## config.mk

```make
export PLATFORM = sky130hd
export DESIGN_NAME = k_subset_partition_iterator_flat
export DESIGN_NICKNAME = d
export VERILOG_FILES = /design/src/hw/rtl/kspi_pkg.sv /design/src/hw/rtl/kspi_if.sv /design/src/hw/rtl/kspi_ram.sv /design/src/hw/rtl/kspi_gosper.sv /design/src/hw/rtl/k_subset_partition_iterator.sv /design/src/flat_wrapper.sv
export SDC_FILE = /design/constraint.sdc
export NUM_CORES = 1
export LEC_CHECK = 0
export BUFFER_PORTS_ARGS = -buffer_cell sky130_fd_sc_hd__buf_2
export CELL_PAD_IN_SITES_DETAIL_PLACEMENT = 0
export CELL_PAD_IN_SITES_GLOBAL_PLACEMENT = 1
export CORE_AREA = 2 2 81 161
export CTS_BUF_LIST = sky130_fd_sc_hd__clkbuf_4 sky130_fd_sc_hd__clkbuf_8
export CTS_CLUSTER_DIAMETER = 120
export CTS_CLUSTER_SIZE = 40
export DETAILED_ROUTE_END_ITERATION = 10
export DIE_AREA = 0 0 83 163
export PLACE_DENSITY = 0.9
export SYNTH_ARGS = -nofsm -noshare
export SYNTH_HDL_FRONTEND = slang
export SYNTH_SLANG_ARGS = --single-unit
export TNS_END_PERCENT = 100
```

## constraint.sdc

```tcl
create_clock -name clk -period 4.12 [get_ports clk]
set_input_delay 0 -clock clk [delete_from_list [all_inputs] [get_ports clk]]
set_output_delay 0 -clock clk [all_outputs]
set_load 0.05 [all_outputs]
```

## src/hw/rtl/kspi_pkg.sv

```systemverilog
package kspi_pkg;

	// Default sizes of the item store
	localparam int SLOTS_DEF      = 8;
	localparam int VALUE_BITS_DEF = 6;

	// Fixed field widths
	localparam int COMMAND_BITS  = 2;
	localparam int POSITION_BITS = 3;
	localparam int SELECT_BITS   = 4;

	// select_count after reset
	localparam int SELECT_RESET = 5;

	// Command codes; the fourth code is ignored
	typedef enum logic [COMMAND_BITS-1:0] {
		CMD_LOAD    = 2'd0,
		CMD_NEXT    = 2'd1,
		CMD_RESTART = 2'd2
	} cmd_t;

	// Sequencer states
	typedef enum logic [1:0] {
		ST_IDLE,
		ST_EMIT,
		ST_EXH
	} state_t;

	// Per-word control carried alongside a store read
	typedef struct packed {
		logic                     exh;
		logic                     chosen;
		logic [POSITION_BITS-1:0] position;
		logic                     last;
	} token_t;

endpackage

```

## src/hw/rtl/kspi_if.sv

```systemverilog
interface kspi_cmd_if #(
	parameter int VALUE_BITS = kspi_pkg::VALUE_BITS_DEF
);
	logic                              valid;
	logic                              ready;
	logic [kspi_pkg::COMMAND_BITS-1:0] command;
	logic [VALUE_BITS-1:0]             item_value;

	modport source (output valid, command, item_value, input ready);
	modport sink (input valid, command, item_value, output ready);
endinterface

interface kspi_res_if #(
	parameter int VALUE_BITS = kspi_pkg::VALUE_BITS_DEF
);
	logic                               valid;
	logic                               ready;
	logic [VALUE_BITS-1:0]              out_value;
	logic                               chosen;
	logic [kspi_pkg::POSITION_BITS-1:0] position;
	logic                               last_item;
	logic                               exhausted;

	modport source (output valid, out_value, chosen, position, last_item, exhausted,
		input ready);
	modport sink (input valid, out_value, chosen, position, last_item, exhausted,
		output ready);
endinterface

interface kspi_cfg_if;
	logic                             valid;
	logic                             ready;
	logic [kspi_pkg::SELECT_BITS-1:0] data;

	modport source (output valid, data, input ready);
	modport sink (input valid, data, output ready);
endinterface

```

## src/hw/rtl/kspi_ram.sv

```systemverilog
module kspi_ram #(
	parameter int WIDTH = kspi_pkg::VALUE_BITS_DEF,
	parameter int DEPTH = kspi_pkg::SLOTS_DEF
) (
	input  logic                     clk,
	input  logic                     wr_en,
	input  logic [$clog2(DEPTH)-1:0] wr_addr,
	input  logic [WIDTH-1:0]         wr_data,
	input  logic                     rd_en,
	input  logic [$clog2(DEPTH)-1:0] rd_addr,
	output logic [WIDTH-1:0]         rd_data
);

	logic [WIDTH-1:0] mem [DEPTH];

	// Write port
	always_ff @(posedge clk) begin
		if (wr_en) begin
			mem[wr_addr] <= wr_data;
		end
	end

	// Registered read; data holds while no read is issued
	always_ff @(posedge clk) begin
		if (rd_en) begin
			rd_data <= mem[rd_addr];
		end
	end

endmodule

```

## src/hw/rtl/kspi_gosper.sv

```systemverilog
module kspi_gosper #(
	parameter int MASK_BITS = kspi_pkg::SLOTS_DEF + 1
) (
	input  logic [MASK_BITS-1:0] mask,
	output logic [MASK_BITS-1:0] next_mask
);

	localparam int WIDE   = MASK_BITS + 1;
	localparam int SHIFT_W = $clog2(WIDE + 1);

	logic [WIDE-1:0]    m_w;
	logic [WIDE-1:0]    smallest;
	logic [WIDE-1:0]    ripple;
	logic [WIDE-1:0]    carry_low;
	logic [WIDE-1:0]    ones;
	logic [SHIFT_W-1:0] tz;

	// Isolate lowest set bit and ripple it upward
	always_comb begin
		m_w       = WIDE'(mask);
		smallest  = m_w & (~m_w + WIDE'(1));
		ripple    = m_w + smallest;
		carry_low = ripple & (~ripple + WIDE'(1));
	end

	// Locate the lowest set bit of the original mask
	always_comb begin
		tz = '0;
		for (int i = WIDE - 1; i >= 0; i--) begin
			if (smallest[i]) begin
				tz = SHIFT_W'(i);
			end
		end
	end

	// Refill the low end with the ones that were carried out
	always_comb begin
		ones      = ((carry_low >> tz) >> 1) - WIDE'(1);
		next_mask = MASK_BITS'(ripple | ones);
	end

endmodule

```

## src/hw/rtl/k_subset_partition_iterator.sv

```systemverilog
// Load and restart words produce nothing. A next word that fits shows its first result
// after the emit state, the store read and the result register, then one result per
// cycle while res.ready stays high; the item store read port sets that pace.
// A next word keeps the command side busy until a read is issued for every loaded item.
// An exhausted next gives its single result after the exhausted state, the read stage and the result register.
// Reset clears the sequencer and the loaded count, sets select_count to 5 and the mask
// to its lowest five bits; the item store is not cleared, unread entries stay unknown.
module k_subset_partition_iterator #(
	parameter int SLOTS      = kspi_pkg::SLOTS_DEF,
	parameter int VALUE_BITS = kspi_pkg::VALUE_BITS_DEF
) (
	input logic clk,
	input logic arst_n,
	kspi_cmd_if.sink   cmd,
	kspi_res_if.source res,
	kspi_cfg_if.sink   cfg
);

	localparam int ADDR_W = $clog2(SLOTS);
	localparam int CNT_W  = $clog2(SLOTS + 1);
	localparam int MASK_W = SLOTS + 1;
	localparam int RESET_K = (kspi_pkg::SELECT_RESET > SLOTS) ? SLOTS : kspi_pkg::SELECT_RESET;
	localparam logic [MASK_W-1:0] RESET_MASK = MASK_W'((64'd1 << RESET_K) - 64'd1);

	kspi_pkg::state_t state_q, state_d;
	kspi_pkg::cmd_t   cmd_code;

	logic [kspi_pkg::SELECT_BITS-1:0] select_q;
	logic [MASK_W-1:0]                mask_q;
	logic [MASK_W-1:0]                reload_mask;
	logic [MASK_W-1:0]                advanced_mask;
	logic [CNT_W-1:0]                 count_q;

	logic [SLOTS-1:0] pend_sel_q;
	logic [SLOTS-1:0] pend_rest_q;
	logic [SLOTS-1:0] below_count;
	logic [SLOTS-1:0] cur_pend;
	logic [SLOTS-1:0] cur_onehot;
	logic [ADDR_W-1:0] pick_idx;
	logic             pick_chosen;
	logic             pick_last;
	logic [CNT_W-1:0] n_q;
	logic [CNT_W-1:0] pos_q;

	logic                    valid_s1;
	kspi_pkg::token_t        tok_s1;
	logic [VALUE_BITS-1:0]   rd_data;

	logic                              res_valid_q;
	logic [VALUE_BITS-1:0]             res_value_q;
	logic                              res_chosen_q;
	logic [kspi_pkg::POSITION_BITS-1:0] res_position_q;
	logic                              res_last_q;
	logic                              res_exh_q;

	logic cmd_ready_c;
	logic cmd_fire;
	logic cfg_fire;
	logic load_fire;
	logic next_fire;
	logic restart_fire;
	logic fits;
	logic s1_move;
	logic can_issue;
	logic issue_rd;
	logic issue_exh;

	assign cmd_code = kspi_pkg::cmd_t'(cmd.command);

	// Mask after a reload: lowest select_count bits, saturated into 1..SLOTS
	always_comb begin
		for (int i = 0; i < MASK_W; i++) begin
			reload_mask[i] = (i == 0) || ((i < SLOTS) && (int'(select_q) > i));
		end
	end

	// Check that the mask lies within the loaded items; build the low-count vector
	always_comb begin
		fits = |mask_q;
		for (int i = 0; i < MASK_W; i++) begin
			if (mask_q[i] && (i >= int'(count_q))) begin
				fits = 1'b0;
			end
		end
		for (int i = 0; i < SLOTS; i++) begin
			below_count[i] = i < int'(count_q);
		end
	end

	kspi_gosper #(
		.MASK_BITS (MASK_W)
	) u_gosper (
		.mask      (mask_q),
		.next_mask (advanced_mask)
	);

	// Pick the next stored item: chosen ones first, then the rest
	always_comb begin
		pick_chosen = |pend_sel_q;
		cur_pend    = pick_chosen ? pend_sel_q : pend_rest_q;
		cur_onehot  = cur_pend & (~cur_pend + SLOTS'(1));
		pick_idx    = '0;
		for (int i = SLOTS - 1; i >= 0; i--) begin
			if (cur_pend[i]) begin
				pick_idx = ADDR_W'(i);
			end
		end
		pick_last = CNT_W'(pos_q + CNT_W'(1)) == n_q;
	end

	// Handshake and pipeline advance
	always_comb begin
		cmd_ready_c = state_q == kspi_pkg::ST_IDLE;
		cmd_fire    = cmd.valid && cmd_ready_c;
		cfg_fire    = cfg.valid;
		s1_move     = valid_s1 && (!res_valid_q || res.ready);
		can_issue   = !valid_s1 || s1_move;
		issue_rd    = (state_q == kspi_pkg::ST_EMIT) && can_issue;
		issue_exh   = (state_q == kspi_pkg::ST_EXH) && can_issue;
		load_fire   = 1'b0;
		next_fire   = 1'b0;
		restart_fire = 1'b0;
		if (cmd_fire) begin
			case (cmd_code)
				kspi_pkg::CMD_LOAD: begin
					load_fire = count_q < CNT_W'(SLOTS);
				end
				kspi_pkg::CMD_NEXT: begin
					next_fire = fits;
				end
				kspi_pkg::CMD_RESTART: begin
					restart_fire = 1'b1;
				end
				default: begin
				end
			endcase
		end
	end

	// Next state
	always_comb begin
		state_d = state_q;
		case (state_q)
			kspi_pkg::ST_IDLE: begin
				if (cmd_fire && cmd_code == kspi_pkg::CMD_NEXT) begin
					state_d = fits ? kspi_pkg::ST_EMIT : kspi_pkg::ST_EXH;
				end
			end
			kspi_pkg::ST_EMIT: begin
				if (can_issue && pick_last) begin
					state_d = kspi_pkg::ST_IDLE;
				end
			end
			kspi_pkg::ST_EXH: begin
				if (can_issue) begin
					state_d = kspi_pkg::ST_IDLE;
				end
			end
			default: begin
				state_d = kspi_pkg::ST_IDLE;
			end
		endcase
	end

	kspi_ram #(
		.WIDTH (VALUE_BITS),
		.DEPTH (SLOTS)
	) u_store (
		.clk     (clk),
		.wr_en   (load_fire),
		.wr_addr (count_q[ADDR_W-1:0]),
		.wr_data (cmd.item_value),
		.rd_en   (issue_rd),
		.rd_addr (pick_idx),
		.rd_data (rd_data)
	);

	// Control registers
	always_ff @(posedge clk or negedge arst_n) begin
		if (!arst_n) begin
			state_q     <= kspi_pkg::ST_IDLE;
			select_q    <= kspi_pkg::SELECT_BITS'(kspi_pkg::SELECT_RESET);
			mask_q      <= RESET_MASK;
			count_q     <= '0;
			valid_s1    <= 1'b0;
			res_valid_q <= 1'b0;
		end else begin
			state_q <= state_d;
			// Count loads, drop on restart
			if (load_fire) begin
				count_q <= CNT_W'(count_q + CNT_W'(1));
			end else if (restart_fire) begin
				count_q <= '0;
			end
			// Reload on a write, advance once the order is captured, reload on restart
			if (cfg_fire) begin
				select_q <= cfg.data;
				for (int i = 0; i < MASK_W; i++) begin
					mask_q[i] <= (i == 0) || ((i < SLOTS) && (int'(cfg.data) > i));
				end
			end else if (next_fire) begin
				mask_q <= advanced_mask;
			end else if (restart_fire) begin
				mask_q <= reload_mask;
			end
			// Track the read in flight and the held result word
			if (can_issue) begin
				valid_s1 <= issue_rd || issue_exh;
			end
			if (s1_move) begin
				res_valid_q <= 1'b1;
			end else if (res.ready) begin
				res_valid_q <= 1'b0;
			end
		end
	end

	// Sequencing and payload registers
	always_ff @(posedge clk) begin
		if (next_fire) begin
			pend_sel_q  <= mask_q[SLOTS-1:0] & below_count;
			pend_rest_q <= ~mask_q[SLOTS-1:0] & below_count;
			n_q         <= count_q;
			pos_q       <= '0;
		end else if (issue_rd) begin
			if (pick_chosen) begin
				pend_sel_q <= pend_sel_q & ~cur_onehot;
			end else begin
				pend_rest_q <= pend_rest_q & ~cur_onehot;
			end
			pos_q <= CNT_W'(pos_q + CNT_W'(1));
		end
		if (issue_rd) begin
			tok_s1.exh      <= 1'b0;
			tok_s1.chosen   <= pick_chosen;
			tok_s1.position <= kspi_pkg::POSITION_BITS'(pos_q);
			tok_s1.last     <= pick_last;
		end else if (issue_exh) begin
			tok_s1.exh      <= 1'b1;
			tok_s1.chosen   <= 1'b0;
			tok_s1.position <= '0;
			tok_s1.last     <= 1'b1;
		end
		if (s1_move) begin
			res_value_q    <= tok_s1.exh ? '0 : rd_data;
			res_chosen_q   <= tok_s1.chosen;
			res_position_q <= tok_s1.position;
			res_last_q     <= tok_s1.last;
			res_exh_q      <= tok_s1.exh;
		end
	end

	assign cmd.ready     = cmd_ready_c;
	assign cfg.ready     = 1'b1;
	assign res.valid     = res_valid_q;
	assign res.out_value = res_value_q;
	assign res.chosen    = res_chosen_q;
	assign res.position  = res_position_q;
	assign res.last_item = res_last_q;
	assign res.exhausted = res_exh_q;

endmodule
```

## src/flat_wrapper.sv

```systemverilog
// flat-port wrapper written by rule: the top's interface ports become plain ports
module k_subset_partition_iterator_flat 
#(
	parameter int SLOTS      = kspi_pkg::SLOTS_DEF,
	parameter int VALUE_BITS = kspi_pkg::VALUE_BITS_DEF
)
  (clk, arst_n, cmd_valid, cmd_command, cmd_item_value, cmd_ready, res_valid, res_out_value, res_chosen, res_position, res_last_item, res_exhausted, res_ready, cfg_valid, cfg_data, cfg_ready);
  kspi_cmd_if #(.VALUE_BITS(VALUE_BITS)) cmd_i ();
  kspi_res_if #(.VALUE_BITS(VALUE_BITS)) res_i ();
  kspi_cfg_if cfg_i ();
  input logic clk;
  input logic arst_n;
  input wire logic [$bits(cmd_i.valid)-1:0] cmd_valid;
  input wire logic [$bits(cmd_i.command)-1:0] cmd_command;
  input wire logic [$bits(cmd_i.item_value)-1:0] cmd_item_value;
  output wire logic [$bits(cmd_i.ready)-1:0] cmd_ready;
  output wire logic [$bits(res_i.valid)-1:0] res_valid;
  output wire logic [$bits(res_i.out_value)-1:0] res_out_value;
  output wire logic [$bits(res_i.chosen)-1:0] res_chosen;
  output wire logic [$bits(res_i.position)-1:0] res_position;
  output wire logic [$bits(res_i.last_item)-1:0] res_last_item;
  output wire logic [$bits(res_i.exhausted)-1:0] res_exhausted;
  input wire logic [$bits(res_i.ready)-1:0] res_ready;
  input wire logic [$bits(cfg_i.valid)-1:0] cfg_valid;
  input wire logic [$bits(cfg_i.data)-1:0] cfg_data;
  output wire logic [$bits(cfg_i.ready)-1:0] cfg_ready;
  assign cmd_i.valid = cmd_valid;
  assign cmd_i.command = cmd_command;
  assign cmd_i.item_value = cmd_item_value;
  assign cmd_ready = cmd_i.ready;
  assign res_valid = res_i.valid;
  assign res_out_value = res_i.out_value;
  assign res_chosen = res_i.chosen;
  assign res_position = res_i.position;
  assign res_last_item = res_i.last_item;
  assign res_exhausted = res_i.exhausted;
  assign res_i.ready = res_ready;
  assign cfg_i.valid = cfg_valid;
  assign cfg_i.data = cfg_data;
  assign cfg_ready = cfg_i.ready;
  k_subset_partition_iterator #(.SLOTS(SLOTS), .VALUE_BITS(VALUE_BITS)) u_core (.clk(clk), .arst_n(arst_n), .cmd(cmd_i), .res(res_i), .cfg(cfg_i));
endmodule
```

# After elaboration in Yosys (flattened, before gate mapping)
# Memory sizes are Yosys's and may differ from the RTL's. A register that Yosys moved wholly into a read port is not among the register bits.
# Index checks and enable logic that the tools add are counted.
# totals
ff_bits,63
mem_bits_rw,48
in_bits,17
out_inout_bits,15
wordCells,171
mem_count,1
# mem_list
memory,words,width,rd,rd_ports_with_merged_regs,write_ports,line_no,text
u_core.u_store.mem,8,6,1,1,1,kspi_ram.sv:14,logic [WIDTH-1:0] mem [DEPTH];
# classes
n_addsub,7
order_cmp,32
eq_ne,9
n_shift,1
n_mux,56
n_bitwise,13
reduce_logical,33
# ops
cell,count
two-way mux 8 bit,7
two-way mux 4 bit,12
AND 8 bit,5
"greater-than comparator 4 x 3 -> 1 bit, second input constant",8
two-way mux 9 bit,3
two-way mux 3 bit,8
inverter 8 bit,3
"adder 10 x 1 -> 10 bit, second input constant",2
two-way mux 1 bit,19
"greater-or-equal comparator 3 x 4 -> 1 bit, first input constant",4
"greater-than comparator 4 x 2 -> 1 bit, second input constant",4
"less-than comparator 3 x 4 -> 1 bit, first input constant",4
logical AND 1 bit,15
adder 9 x 10 -> 10 bit,1
AND 10 bit,1
AND 9 x 10 -> 10 bit,1
two-way mux 5 bit,2
inverter 10 bit,1
inverter 9 -> 10 bit,1
nonzero test 2 bit,5
>> shifter 10 x 4 -> 10 bit,1
OR 9 bit,1
OR reduction 9 bit,1
"subtractor 9 x 1 -> 9 bit, second input constant",1
23 further kinds,41

# Depth between registers and ports, before layout
# Gate-level depths: netlist of run 1.
# depth
depth_word,18
ltp_mapped,14
depth_no_buf,12

# Hierarchy
# From an unflattened synthesis of run 1, not the netlist that was laid out.
# hier_totals
hier_cells,569
area_unflattened_um2,6468.7
# by_module_without_submodules
mod,n_inst,cells_per_inst,area_per_inst_um2
k_subset_partition_iterator,1,335,3440.8
kspi_ram,1,88,2082.0
kspi_gosper,1,146,945.9

# Worst setup path before layout of run 1
# OpenSTA, ideal clock, no wires.
# synth_path
path_kind,flip-flop to flip-flop
from,reg u_core.mask_q[4]
to,reg u_core.mask_q[6]
setup_ns,0.104
arrival_time_ns,2.926
path_slack_ns,1.090
path_stages_with_launch,13
n_path_buf,1
period_less_slack_ns,3.030
cell_sequence,dfstp_2 buf_2 and2b_1 o32ai_2 a311o_2 a41o_2 o2bb2ai_2 a222oi_1 ha_1 nand4_1 a211oi_1 xnor2_1 a221oi_1
# synth_via
elab_chain_len,18
word_cells_on_any_way,36
# synth_rtl
element,line_no,text
start: declaration,k_subset_partition_iterator.sv:29,logic [MASK_W-1:0] mask_q;
start signal: indexed assignment,k_subset_partition_iterator.sv:199,mask_q[i] <= (i == 0) || ((i < SLOTS) && (int'(cfg.data) > i));
start signal: assignment,k_subset_partition_iterator.sv:202,mask_q <= advanced_mask;
start signal: assignment,k_subset_partition_iterator.sv:204,mask_q <= reload_mask;
branches (longest 18 deep; another with adder 10 x 1 -> 10 bit),--,
# Parallel ways; which one is timed is not known.
# A chain may end at the register's enable or synchronous reset.

# Worst setup path after layout of run 1
# layout_path
from,reg u_core.mask_q[2]
to,reg u_core.mask_q[1]
# Same word-level chain as after synthesis.

==> reports/results.tsv, run 1 <==
stage	metric	value	unit
synth	yosysWarnings	0	
layout	syn2layout_area_growth	12.6	%
global_route	grt_pass1_wl	22.5	mm
global_route	grt_usage	21.0	%
critical_path	worstSetupPathType	register to register	
layout	final_nets	636	
critical_path	path_delay_family	compound AO/OA/AOI/OAI gates	
timing	final_max_slew_viol_count	0	
layout	nFillCells	1027	
synth	yosysTopAreaCell	edfxtp_1	
critical_path	crit_arrival	4.14	ns
drt	firstDrtPassIters	5	
layout	final_layout_size_suffix_gt1_share	15.0	%
timing	min_period	3.77	ns
cts	cts_setup_buffers	0	
cts	cts_tree	yes	
run	drv_cap	0	
cts	cts.reportedPaths.clkPinSlew	0.07	ns
synth	ys_async_sr_fraction	17.9	%
timing	relSlewSlack	37.2	%
synth	synthDistinctLibCells	71	
floorplan	start_util	49.8	%
critical_path	start_kind	register	
outcome	status	finished, final reports clean	
cts	clockBufferDepth	2	
layout	finalInstanceArea	0.00695	mm2
synth	synth_seq_cells	117	
timing	hold_violations	0	
timing	fmax	265	MHz
critical_path	path_buf_inv	1	
critical_path	crit_top_cell	a31oi_1	
synth	synth_edf_count	91	
floorplan	die-width	83	um
cts	cts.sinks	117	
timing	period_share	91.5	%
cts	cts_root_buf	clkbuf_8	
global_route	grt_pass1_vias	4653	
synth	synthesis.area	0.00618	mm2
placement	dp_hpwl	9.60	mm
power	ir_worst_vdd	0.324	mV
placement	place_area	0.00642	mm2
synth	synthTopCellsByArea	edfxtp_1, dfrtp_1, mux2i_1, nand2_1, nor2_1	
drt	ant_nets	0	
critical_path	crit_path_cell_trace	nor2b_2 -> o32ai_2 -> a311o_2 -> a31oi_1 -> nand2_1 -> a31oi_1 -> nor2_1 -> ha_1 -> o21ai_0 -> a211oi_1 -> a21oi_1 -> dlygate4sd3_1	
drt	vias	4701	
placement	gp_routability_congestion	0.848	
critical_path	slowest_stage	dfstp_2	
global_route	grt_busiest_layer	met2	
drt	route.detailed.drc	0	
placement	port_buffers	30	
drt	wl_per_cell	17.6	um
layout	antenna_cells	0	
synth	avgSynthCellArea	10.7	um2
floorplan	dieArea	0.0135	mm2
timing	tns	0	ns
synth	synthesis.nets	599	
global_route	antenna_found_initial	0	
timing	worst_pin_slew	0.934	ns
synth	yosysSeqAreaShare	54.5	%
synth	synth_ff_type	edfxtp_1	
hold_path	hold_path.class	input pin to register	
synth	synthCells	577	
global_route	met1_usage	25.4	%
global_route	use_met2	35.7	%
timing	rsz0062_at_grt	false	
timing	skew	0.00752	ns
timing	finalSetupViolCount	0	
power	leakage	2.45	nW
global_route	met3_usage	5.07	%
cts	clkLatencyLatePin	0.44	ns
critical_path	endpoint_kind	register	
global_route	overflow	0	
critical_path	rrSetupSlack	0.35	ns
floorplan	fp.dieH	163	um
floorplan	pin_count	32	
floorplan	core	0.0124	mm2
critical_path	path_max_fanout	19	
cts	numCtsBuffers	17	
power	powerDensity	383	mW/mm2
synth	synth_top_area_share	44.2	%
floorplan	num_rows	58	
critical_path	cp.required	4.49	ns
global_route	grt_max_degree	36	
drt	drt_wl_total	13.6	mm
cts	h-tree-depth	4	
drt	viasPerCell	6.05	
drt	dr.first_iter.drc_count	420	
critical_path	crit_path_max_incr_delay	0.74	ns
-- placed cells by master (no fill, tap or decap), types with 8 or more instances in the layout --
master | synthesis | layout
xnor2_1 | 8 | 8
buf_2 | 10 | 30
dfrtp_1 | 14 | 14
nand2b_1 | 10 | 10
nor3_1 | 13 | 13
inv_1 | 14 | 14
nand3_1 | 18 | 18
clkbuf_8 | 0 | 17
mux2i_1 | 29 | 29
nor2_1 | 50 | 50
nor2b_1 | 12 | 12
and2_1 | 8 | 8
a21oi_1 | 31 | 31
o31ai_1 | 10 | 10
nand2_1 | 54 | 54
dlygate4sd3_1 | 0 | 16
o21ai_0 | 33 | 33
a31oi_1 | 10 | 10
edfxtp_1 | 91 | 91
a211oi_1 | 11 | 11
-- metal layers --
layer / wire [um] / vias to the layer above
li1: - / 2264
met1: 5570 / 2238
met2: 6990 / 164
met3: 769 / 35
met4: 317 / 0
met5: 0 / -
-- through the flow --
step                      total power, mW  std cells  worst slack, ns  hold slack [ns]  util (%)
after floorplan                      1.62        577             1.09           -0.296         -
after global placement               1.71        729            0.769          0.00955      51.7
after detailed placement             1.71        729            0.712           0.0209      51.7
after CTS                            2.68        777            0.412           0.0118      56.0
after global routing                 2.78        777           0.0900           0.0376      56.0
final                                2.66        777            0.352           0.0627      56.0
-- worst min-delay path, cell delays in order --
cell and delay, ns:
buf_2 0.10, nand4b_1 0.22, o22ai_1 0.13
-- cell usage after synthesis, types with 11 or more instances --
master,instances
inv_1,14
nand2_1,54
a21oi_1,31
nor3_1,13
dfrtp_1,14
o21ai_0,33
nand3_1,18
nor2_1,50
nor2b_1,12
mux2i_1,29
a211oi_1,11
clkbuf_1,18
edfxtp_1,91
-- power breakdown --
group | internal [mW] | leakage (nW) | total (mW) | switching [mW]
Sequential | 1.31 | 1.11 | 1.38 | 0.0701
Combinational | 0.129 | 1.17 | 0.324 | 0.195
Clock | 0.485 | 0.173 | 0.960 | 0.475
Total | 1.92 | 2.45 | 2.66 | 0.740
-- layout make-up --
| type | count | area (um2) | area share (%) |
|---|---|---|---|
| multi-input combinational | 411 | 2620 | 37.6 |
| clock inverter | 14 | 129 | 1.85 |
| inverter | 15 | 56.3 | 0.810 |
| tap | 150 | 188 | 2.70 |
| clock buffer | 18 | 241 | 3.47 |
| sequential | 117 | 3370 | 48.4 |
| timing repair buffer | 52 | 355 | 5.11 |
-- cells by family after synthesis --
logic type / Yosys count / synth area share [%]
AO/OA/AOI/OAI: 158 / 17.6
XOR/XNOR: 13 / 1.84
adder cells (fa/ha/maj): 5 / 1.01
buffers and inverters: 49 / 3.42
flip-flops: 117 / 54.5
multiplexers: 33 / 5.43
other: 1 / 0.0607
AND/OR/NAND/NOR: 201 / 16.1
-- registers in the layout, summed over array words and instances (netlist names) --
| name | flops |
|---|---|
| u_core.res.valid | 1 |
| u_core.valid_s1 | 1 |
| u_core.count_q | 4 |
| u_core.state_q | 2 |
| u_core.u_store.mem | 48 |
| u_core.select_q | 4 |
| u_core.res.position | 3 |
| u_core.pend_rest_q | 8 |
| u_core.n_q | 4 |
| u_core.res.chosen | 1 |
| u_core.pend_sel_q | 8 |
| u_core.res.exhausted | 1 |
| u_core.res.last_item | 1 |
| u_core.tok_s1 | 6 |
| u_core.pos_q | 4 |
| u_core.res.out_value | 6 |
| u_core.mask_q | 9 |
| u_core.u_store.rd_data | 6 |
-- worst paths after layout --
kind / start / end / cells past startpoint
min in group asynchronous: arst_n / u_core.state_q[0] / 2
worst min-delay path: cmd_valid / u_core.state_q[1] / 3
max in group asynchronous: arst_n / u_core.mask_q[0] / 2
worst min register to register: u_core.tok_s1[1] / u_core.res.position[0] / 0
worst max register to register: u_core.mask_q[2] / u_core.mask_q[1] / 12
worst max-delay path: u_core.mask_q[2] / u_core.mask_q[1] / 12
-- timing repair --
item | CTS | global route
hold buffers | 16 | 0
resized for setup | 0 | 1
hold endpoints to repair | 79 | 0
endpoints found under the setup margin | 0 | 1
No activity file was read; power rests on OpenSTA's default activity.
==> run 2, diff against run 1 <==
--- a/config.mk
+++ b/config.mk
@@ -5,16 +5,14 @@
 export SDC_FILE = /design/constraint.sdc
 export NUM_CORES = 1
 export LEC_CHECK = 0
-export BUFFER_PORTS_ARGS = -buffer_cell sky130_fd_sc_hd__buf_2
-export CELL_PAD_IN_SITES_DETAIL_PLACEMENT = 0
-export CELL_PAD_IN_SITES_GLOBAL_PLACEMENT = 1
-export CORE_AREA = 2 2 81 161
+export CORE_AREA = 2 2 75 149
 export CTS_BUF_LIST = sky130_fd_sc_hd__clkbuf_4 sky130_fd_sc_hd__clkbuf_8
 export CTS_CLUSTER_DIAMETER = 120
 export CTS_CLUSTER_SIZE = 40
 export DETAILED_ROUTE_END_ITERATION = 10
-export DIE_AREA = 0 0 83 163
-export PLACE_DENSITY = 0.9
+export DIE_AREA = 0 0 77 151
+export DONT_BUFFER_PORTS = 1
+export PLACE_DENSITY = 0.83
 export SYNTH_ARGS = -nofsm -noshare
 export SYNTH_HDL_FRONTEND = slang
 export SYNTH_SLANG_ARGS = --single-unit
==> run 2 against run 1 <==
Compared with the run above:
- power up 1.8%
- worst hold slack worse by 0.0068 ns
- wire length up 18%
- sequential power about the same
- critical path depth unchanged
- setup slack worse by 0.071 ns
- largest power group unchanged
==> reports/results.tsv, run 2 (synthesis results as in run 1) <==
stage	metric	value	unit
outcome	status	finished, final reports clean	
floorplan	num_rows	53	
critical_path	crit_path_cell_trace	and2b_1 -> o32ai_2 -> a311o_2 -> a31oi_1 -> nand2_1 -> a31oi_1 -> nor2_1 -> ha_1 -> o21ai_0 -> a211oi_1 -> a21oi_1 -> dlygate4sd3_1	
power	powerDensity	397	mW/mm2
cts	cts.reportedPaths.clkPinSlew	0.08	ns
hold_path	hold_path.class	input pin to register	
placement	port_buffers	0	
layout	final_nets	610	
floorplan	core	0.0105	mm2
critical_path	r2r-start	u_core.mask_q[3]	
drt	ant_nets	0	
layout	regMostFlops	u_core.u_store.mem	
critical_path	worstSetupPathType	register to register	
cts	cts_root_buf	clkbuf_8	
drt	vias	4830	
critical_path	slowest_stage	dfstp_2	
layout	final_common_cell	edfxtp_1	
critical_path	crit_path_max_incr_delay	0.76	ns
layout	finalInstanceArea	0.00684	mm2
layout	final_layout_size_suffix_gt1_share	11.0	%
layout	multi_input_area	0.00262	mm2
placement	dp_hpwl	11.4	mm
cts	numCtsBuffers	17	
cts	cts_tree	yes	
timing	hold_violations	0	
global_route	grt_usage	28.7	%
critical_path	crit_top_cell	a31oi_1	
floorplan	start_util	58.9	%
drt	firstDrtPassIters	6	
layout	antenna_cells	0	
timing	rsz0062_at_grt	false	
run	drv_cap	0	
timing	fmax	260	MHz
cts	h-tree-depth	4	
floorplan	die-width	77	um
timing	tns	0	ns
cts	clkLatencyLatePin	0.44	ns
critical_path	cp.required	4.49	ns
timing	finalSetupViolCount	0	
power	ir_worst_vdd	0.259	mV
timing	period_share	93.2	%
global_route	grt_max_degree	36	
critical_path	crit_arrival	4.21	ns
layout	nFillCells	811	
power	leakage	2.36	nW
floorplan	dieArea	0.0116	mm2
timing	final_max_slew_viol_count	0	
cts	cts.sinks	117	
global_route	overflow	0	
critical_path	crit_start	u_core.mask_q[3]	
placement	place_area	0.00626	mm2
placement	gp_routability_congestion	0.990	
timing	worst_pin_slew	1.31	ns
drt	wl_per_cell	21.8	um
drt	dr.first_iter.drc_count	445	
timing	skew	0.0105	ns
floorplan	pin_count	32	
critical_path	path_max_fanout	20	
cts	cts_setup_buffers	0	
floorplan	fp.dieH	151	um
layout	final_cell_mix	edfxtp_1, nand2_1, nor2_1	
layout	syn2layout_area_growth	10.7	%
layout	reg_top3	u_core.u_store.mem: 48 flops, u_core.mask_q: 9 flops	
critical_path	endpoint_kind	register	
timing	min_period	3.84	ns
drt	viasPerCell	6.54	
timing	relSlewSlack	11.9	%
hold_path	hp-start	cfg_data[0]	
global_route	antenna_found_initial	0	
global_route	grt_pass1_wl	24.9	mm
drt	route.detailed.drc	0	
layout	seqCellArea	0.00337	mm2
critical_path	start_kind	register	
drt	drt_wl_total	16.1	mm
layout	largest_reg_flops	48	
global_route	grt_pass1_vias	4844	
cts	clockBufferDepth	2	
-- run 2: cell count changes in the layout (fill, tap and decap cells not counted), sizes merged --
cell         previous run  this run
clkbuf                 18        17
clkinvlp                5         3
dlygate4sd3            16        19
inv                    17        20
buf                    36         7
-- run 2: power by group --
group	internal [mW]	leakage, nW	total [mW]	switching, mW
clock	0.490	0.186	1.00	0.510
combinational	0.125	1.07	0.319	0.194
sequential	1.31	1.11	1.39	0.0831
total	1.93	2.36	2.71	0.787
-- run 2: path summary, 6_finish.rpt --
kind	to	slack, ns	depth (start not counted)
worst min register to register	u_core.res.chosen	0.42	0
max in group asynchronous	u_core.count_q[0]	3.35	1
min in group asynchronous	u_core.select_q[1]	0.17	1
worst max-delay path	u_core.mask_q[1]	0.28	12
worst min-delay path	u_core.mask_q[2]	0.06	3
worst max register to register	u_core.mask_q[1]	0.28	12
-- run 2: layer usage --
layer | wire length [um] | global-route usage (%) | vias up | share of wire, %
met5 | 0 | 0 | - | 0
met4 | 1000 | 18.8 | 0 | 6.2
met3 | 689 | 5.42 | 85 | 4.3
met2 | 9220 | 57.0 | 236 | 57
met1 | 5180 | 25.3 | 2302 | 32
li1 | - | - | 2207 | -
-- run 2: per-stage QoR --
| step | power [mW] | setup slack [ns] | instances | utilization, % | hold WS (ns) |
|---|---|---|---|---|---|
| after global placement | 1.68 | 0.807 | 687 | 59.7 | -0.295 |
| final | 2.71 | 0.281 | 738 | 65.2 | 0.0559 |
| after floorplan | 1.62 | 1.09 | 577 | - | -0.296 |
| after global routing | 2.81 | 0.0729 | 738 | 65.2 | 0.0218 |
| after CTS | 2.70 | 0.418 | 738 | 65.2 | 0.0194 |
| after detailed placement | 1.69 | 0.684 | 687 | 59.7 | -0.295 |
-- run 2: final cells by class --
class | instances | share of cell area, %
inverters | 15 | 0.824
clock inverters | 15 | 2.16
flip-flops and latches | 117 | 49.3
repair buffers | 26 | 3.55
multi-input cells | 411 | 38.3
well taps | 137 | 2.51
clock buffers | 17 | 3.42
-- run 2: worst max-delay path, delay by kind of cell, from the launching register on --
family          cells  cell delay (ns)
simple gates        3             0.48
compound gates      7             1.63
buf+inv             1             0.61
flops               1             0.76
fa+ha+maj           1             0.29
-- run 2: what timing repair did --
| action | 4_1_cts | 5_1_grt |
|---|---|---|
| hold buffers | 19 | 0 |
| gates resized for setup | 0 | 1 |
| endpoints found under the hold margin | 89 | 0 |
| endpoints found under the setup margin | 0 | 1 |
==> run 3, diff against run 2 <==
--- a/config.mk
+++ b/config.mk
@@ -5,14 +5,16 @@
 export SDC_FILE = /design/constraint.sdc
 export NUM_CORES = 1
 export LEC_CHECK = 0
-export CORE_AREA = 2 2 75 149
+export CELL_PAD_IN_SITES_DETAIL_PLACEMENT = 0
+export CELL_PAD_IN_SITES_GLOBAL_PLACEMENT = 1
+export CORE_AREA = 2 2 80 158
 export CTS_BUF_LIST = sky130_fd_sc_hd__clkbuf_4 sky130_fd_sc_hd__clkbuf_8
 export CTS_CLUSTER_DIAMETER = 120
 export CTS_CLUSTER_SIZE = 40
 export DETAILED_ROUTE_END_ITERATION = 10
-export DIE_AREA = 0 0 77 151
+export DIE_AREA = 0 0 82 160
 export DONT_BUFFER_PORTS = 1
-export PLACE_DENSITY = 0.83
+export PLACE_DENSITY = 0.9
 export SYNTH_ARGS = -nofsm -noshare
 export SYNTH_HDL_FRONTEND = slang
 export SYNTH_SLANG_ARGS = --single-unit
==> run 3 against run 2 <==
Compared with the run above:
- power up 2.1%
- wire length decreased by 11%
- largest power group unchanged
- register-to-register slack improved by 0.03 ns
- sequential share of layout area decreased by 0.33 points
- setup slack improved by 0.033 ns
- fmax is 0.87% higher
- design area is 0.68% higher
- global-route usage is 5.7 points lower
- sequential cell count is the same
- die area increased by 13%
==> reports/results.tsv, run 3 (synthesis results as in run 1) <==
stage	metric	value	unit
placement	port_buffers	0	
hold_path	hp-start	cfg_valid	
hold_path	hold_path.class	input pin to register	
placement	dpl.cell_count	698	
cts	cts.reportedPaths.clkPinSlew	0.08	ns
cts	clockBufferDepth	2	
layout	final_nets	612	
cts	cts.sinks	117	
timing	fmax	263	MHz
layout	final_layout_size_suffix_gt1_share	10.9	%
critical_path	cp.required	4.49	ns
run	drv_cap	0	
global_route	grt_pass1_wl	23.0	mm
floorplan	fp.dieH	160	um
drt	viasPerCell	6.33	
floorplan	core	0.0120	mm2
floorplan	die-width	82	um
hold_path	min_to	u_core.mask_q[6]	
drt	drt_wl_total	14.2	mm
timing	setup_ws	0.314	ns
drt	dr.first_iter.drc_count	410	
layout	regMostFlops	u_core.u_store.mem	
cts	h-tree-depth	4	
placement	place_area	0.00628	mm2
layout	syn2layout_area_growth	11.4	%
cts	cts_root_buf	clkbuf_8	
timing	finalSetupViolCount	0	
hold_path	hold_depth	4	
power	ir_worst_vdd	0.365	mV
layout	antenna_cells	0	
critical_path	rrSetupSlack	0.31	ns
timing	tns	0	ns
floorplan	start_util	51.5	%
global_route	grt_pass1_vias	4609	
power	leakage	2.39	nW
layout	reg_top3	u_core.u_store.mem: 48 flops, u_core.mask_q: 9 flops	
layout	final_common_cell	edfxtp_1	
global_route	overflow	0	
timing	skew	0.0114	ns
critical_path	rr_endpoint	u_core.mask_q[1]	
power	powerDensity	402	mW/mm2
global_route	antenna_found_initial	0	
critical_path	worstRegToRegCells	12	
outcome	status	finished, final reports clean	
timing	rsz0062_at_grt	false	
critical_path	start_kind	register	
critical_path	path_max_fanout	17	
timing	hold_violations	0	
cts	numCtsBuffers	17	
cts	ctsResizeCount	0	
timing	period_share	92.4	%
critical_path	worstSetupPathType	register to register	
power	total_power	2.77	mW
drt	wl_per_cell	19.0	um
timing	worst_pin_slew	1.13	ns
drt	vias	4750	
cts	clkLatencyLatePin	0.44	ns
timing	min_period	3.81	ns
layout	final_cell_mix	edfxtp_1, nand2_1, nor2_1	
floorplan	dieArea	0.0131	mm2
critical_path	r2r-start	u_core.mask_q[4]	
critical_path	endpoint_kind	register	
layout	largest_reg_flops	48	
placement	preCtsSetupSlack	0.651	ns
critical_path	crit_arrival	4.17	ns
drt	ant_nets	0	
placement	gp_routability_congestion	0.894	
timing	relSlewSlack	24.3	%
cts	cts_tree	yes	
floorplan	num_rows	57	
layout	finalInstanceArea	0.00688	mm2
global_route	grt_usage	22.9	%
drt	firstDrtPassIters	6	
floorplan	pin_count	32	
drt	route.detailed.drc	0	
placement	dp_hpwl	9.76	mm
timing	final_max_slew_viol_count	0	
layout	stdcell_count	750	
global_route	grt_max_degree	36	
-- run 3: final cells by class --
type | count | area (um2)
clock inverter | 15 | 170
multi-input combinational | 411 | 2610
timing repair buffer | 28 | 260
inverter | 15 | 56.3
tap | 147 | 184
fill | 965 | 5100
clock buffer | 17 | 234
sequential | 117 | 3370
-- run 3: worst max-delay path, cell delays in order (launching register included) --
cell and delay (ns):
dfstp_2 0.74, and2b_1 0.28, nor4_1 0.42, o21ai_1 0.28, nor2_1 0.23, nand2_1 0.07
a31oi_1 0.26, nor2_1 0.11, ha_1 0.31, o21ai_0 0.09, a211oi_1 0.26, a21oi_1 0.07
dlygate4sd3_1 0.60
-- run 3: worst max path at each step --
stage	from	slack [ns]	cells after the start	endpoint
floorplan	u_core.mask_q[4]	1.09	12	u_core.mask_q[6]
global placement	u_core.pend_sel_q[3]	0.61	9	u_core.u_store.rd_data[5]
detailed placement	u_core.pend_sel_q[3]	0.65	9	u_core.u_store.rd_data[5]
CTS	u_core.mask_q[4]	0.38	12	u_core.mask_q[1]
global route	u_core.mask_q[4]	0.05	12	u_core.mask_q[1]
finish	u_core.mask_q[4]	0.31	12	u_core.mask_q[1]
-- run 3: layer usage --
layer | global-route usage (%) | up-vias | routed length, um
met5 | 0 | - | 0
met4 | 9.32 | 0 | 420
met3 | 5.82 | 41 | 1040
met2 | 35.1 | 212 | 6980
met1 | 31.0 | 2282 | 5800
li1 | - | 2215 | -
-- run 3: repair_timing --
item / in CTS / in global routing
endpoints found under the hold margin: 89 / 0
buffers inserted: 0 / 0
hold buffers: 20 / 0
-- run 3: report_power, final --
part | switching [mW] | total, mW | internal [mW]
clock | 0.514 | 1.07 | 0.554
combinational | 0.183 | 0.308 | 0.125
sequential | 0.0827 | 1.39 | 1.31
-- run 3: stage by stage --
stage	utilization (%)	hold WS [ns]
2_1_floorplan	-	-0.296
3_3_place_gp	52.4	-0.295
3_5_place_dp	52.4	-0.295
4_1_cts	57.4	0.00588
5_1_grt	57.4	0.0780
6_report	57.4	0.0263
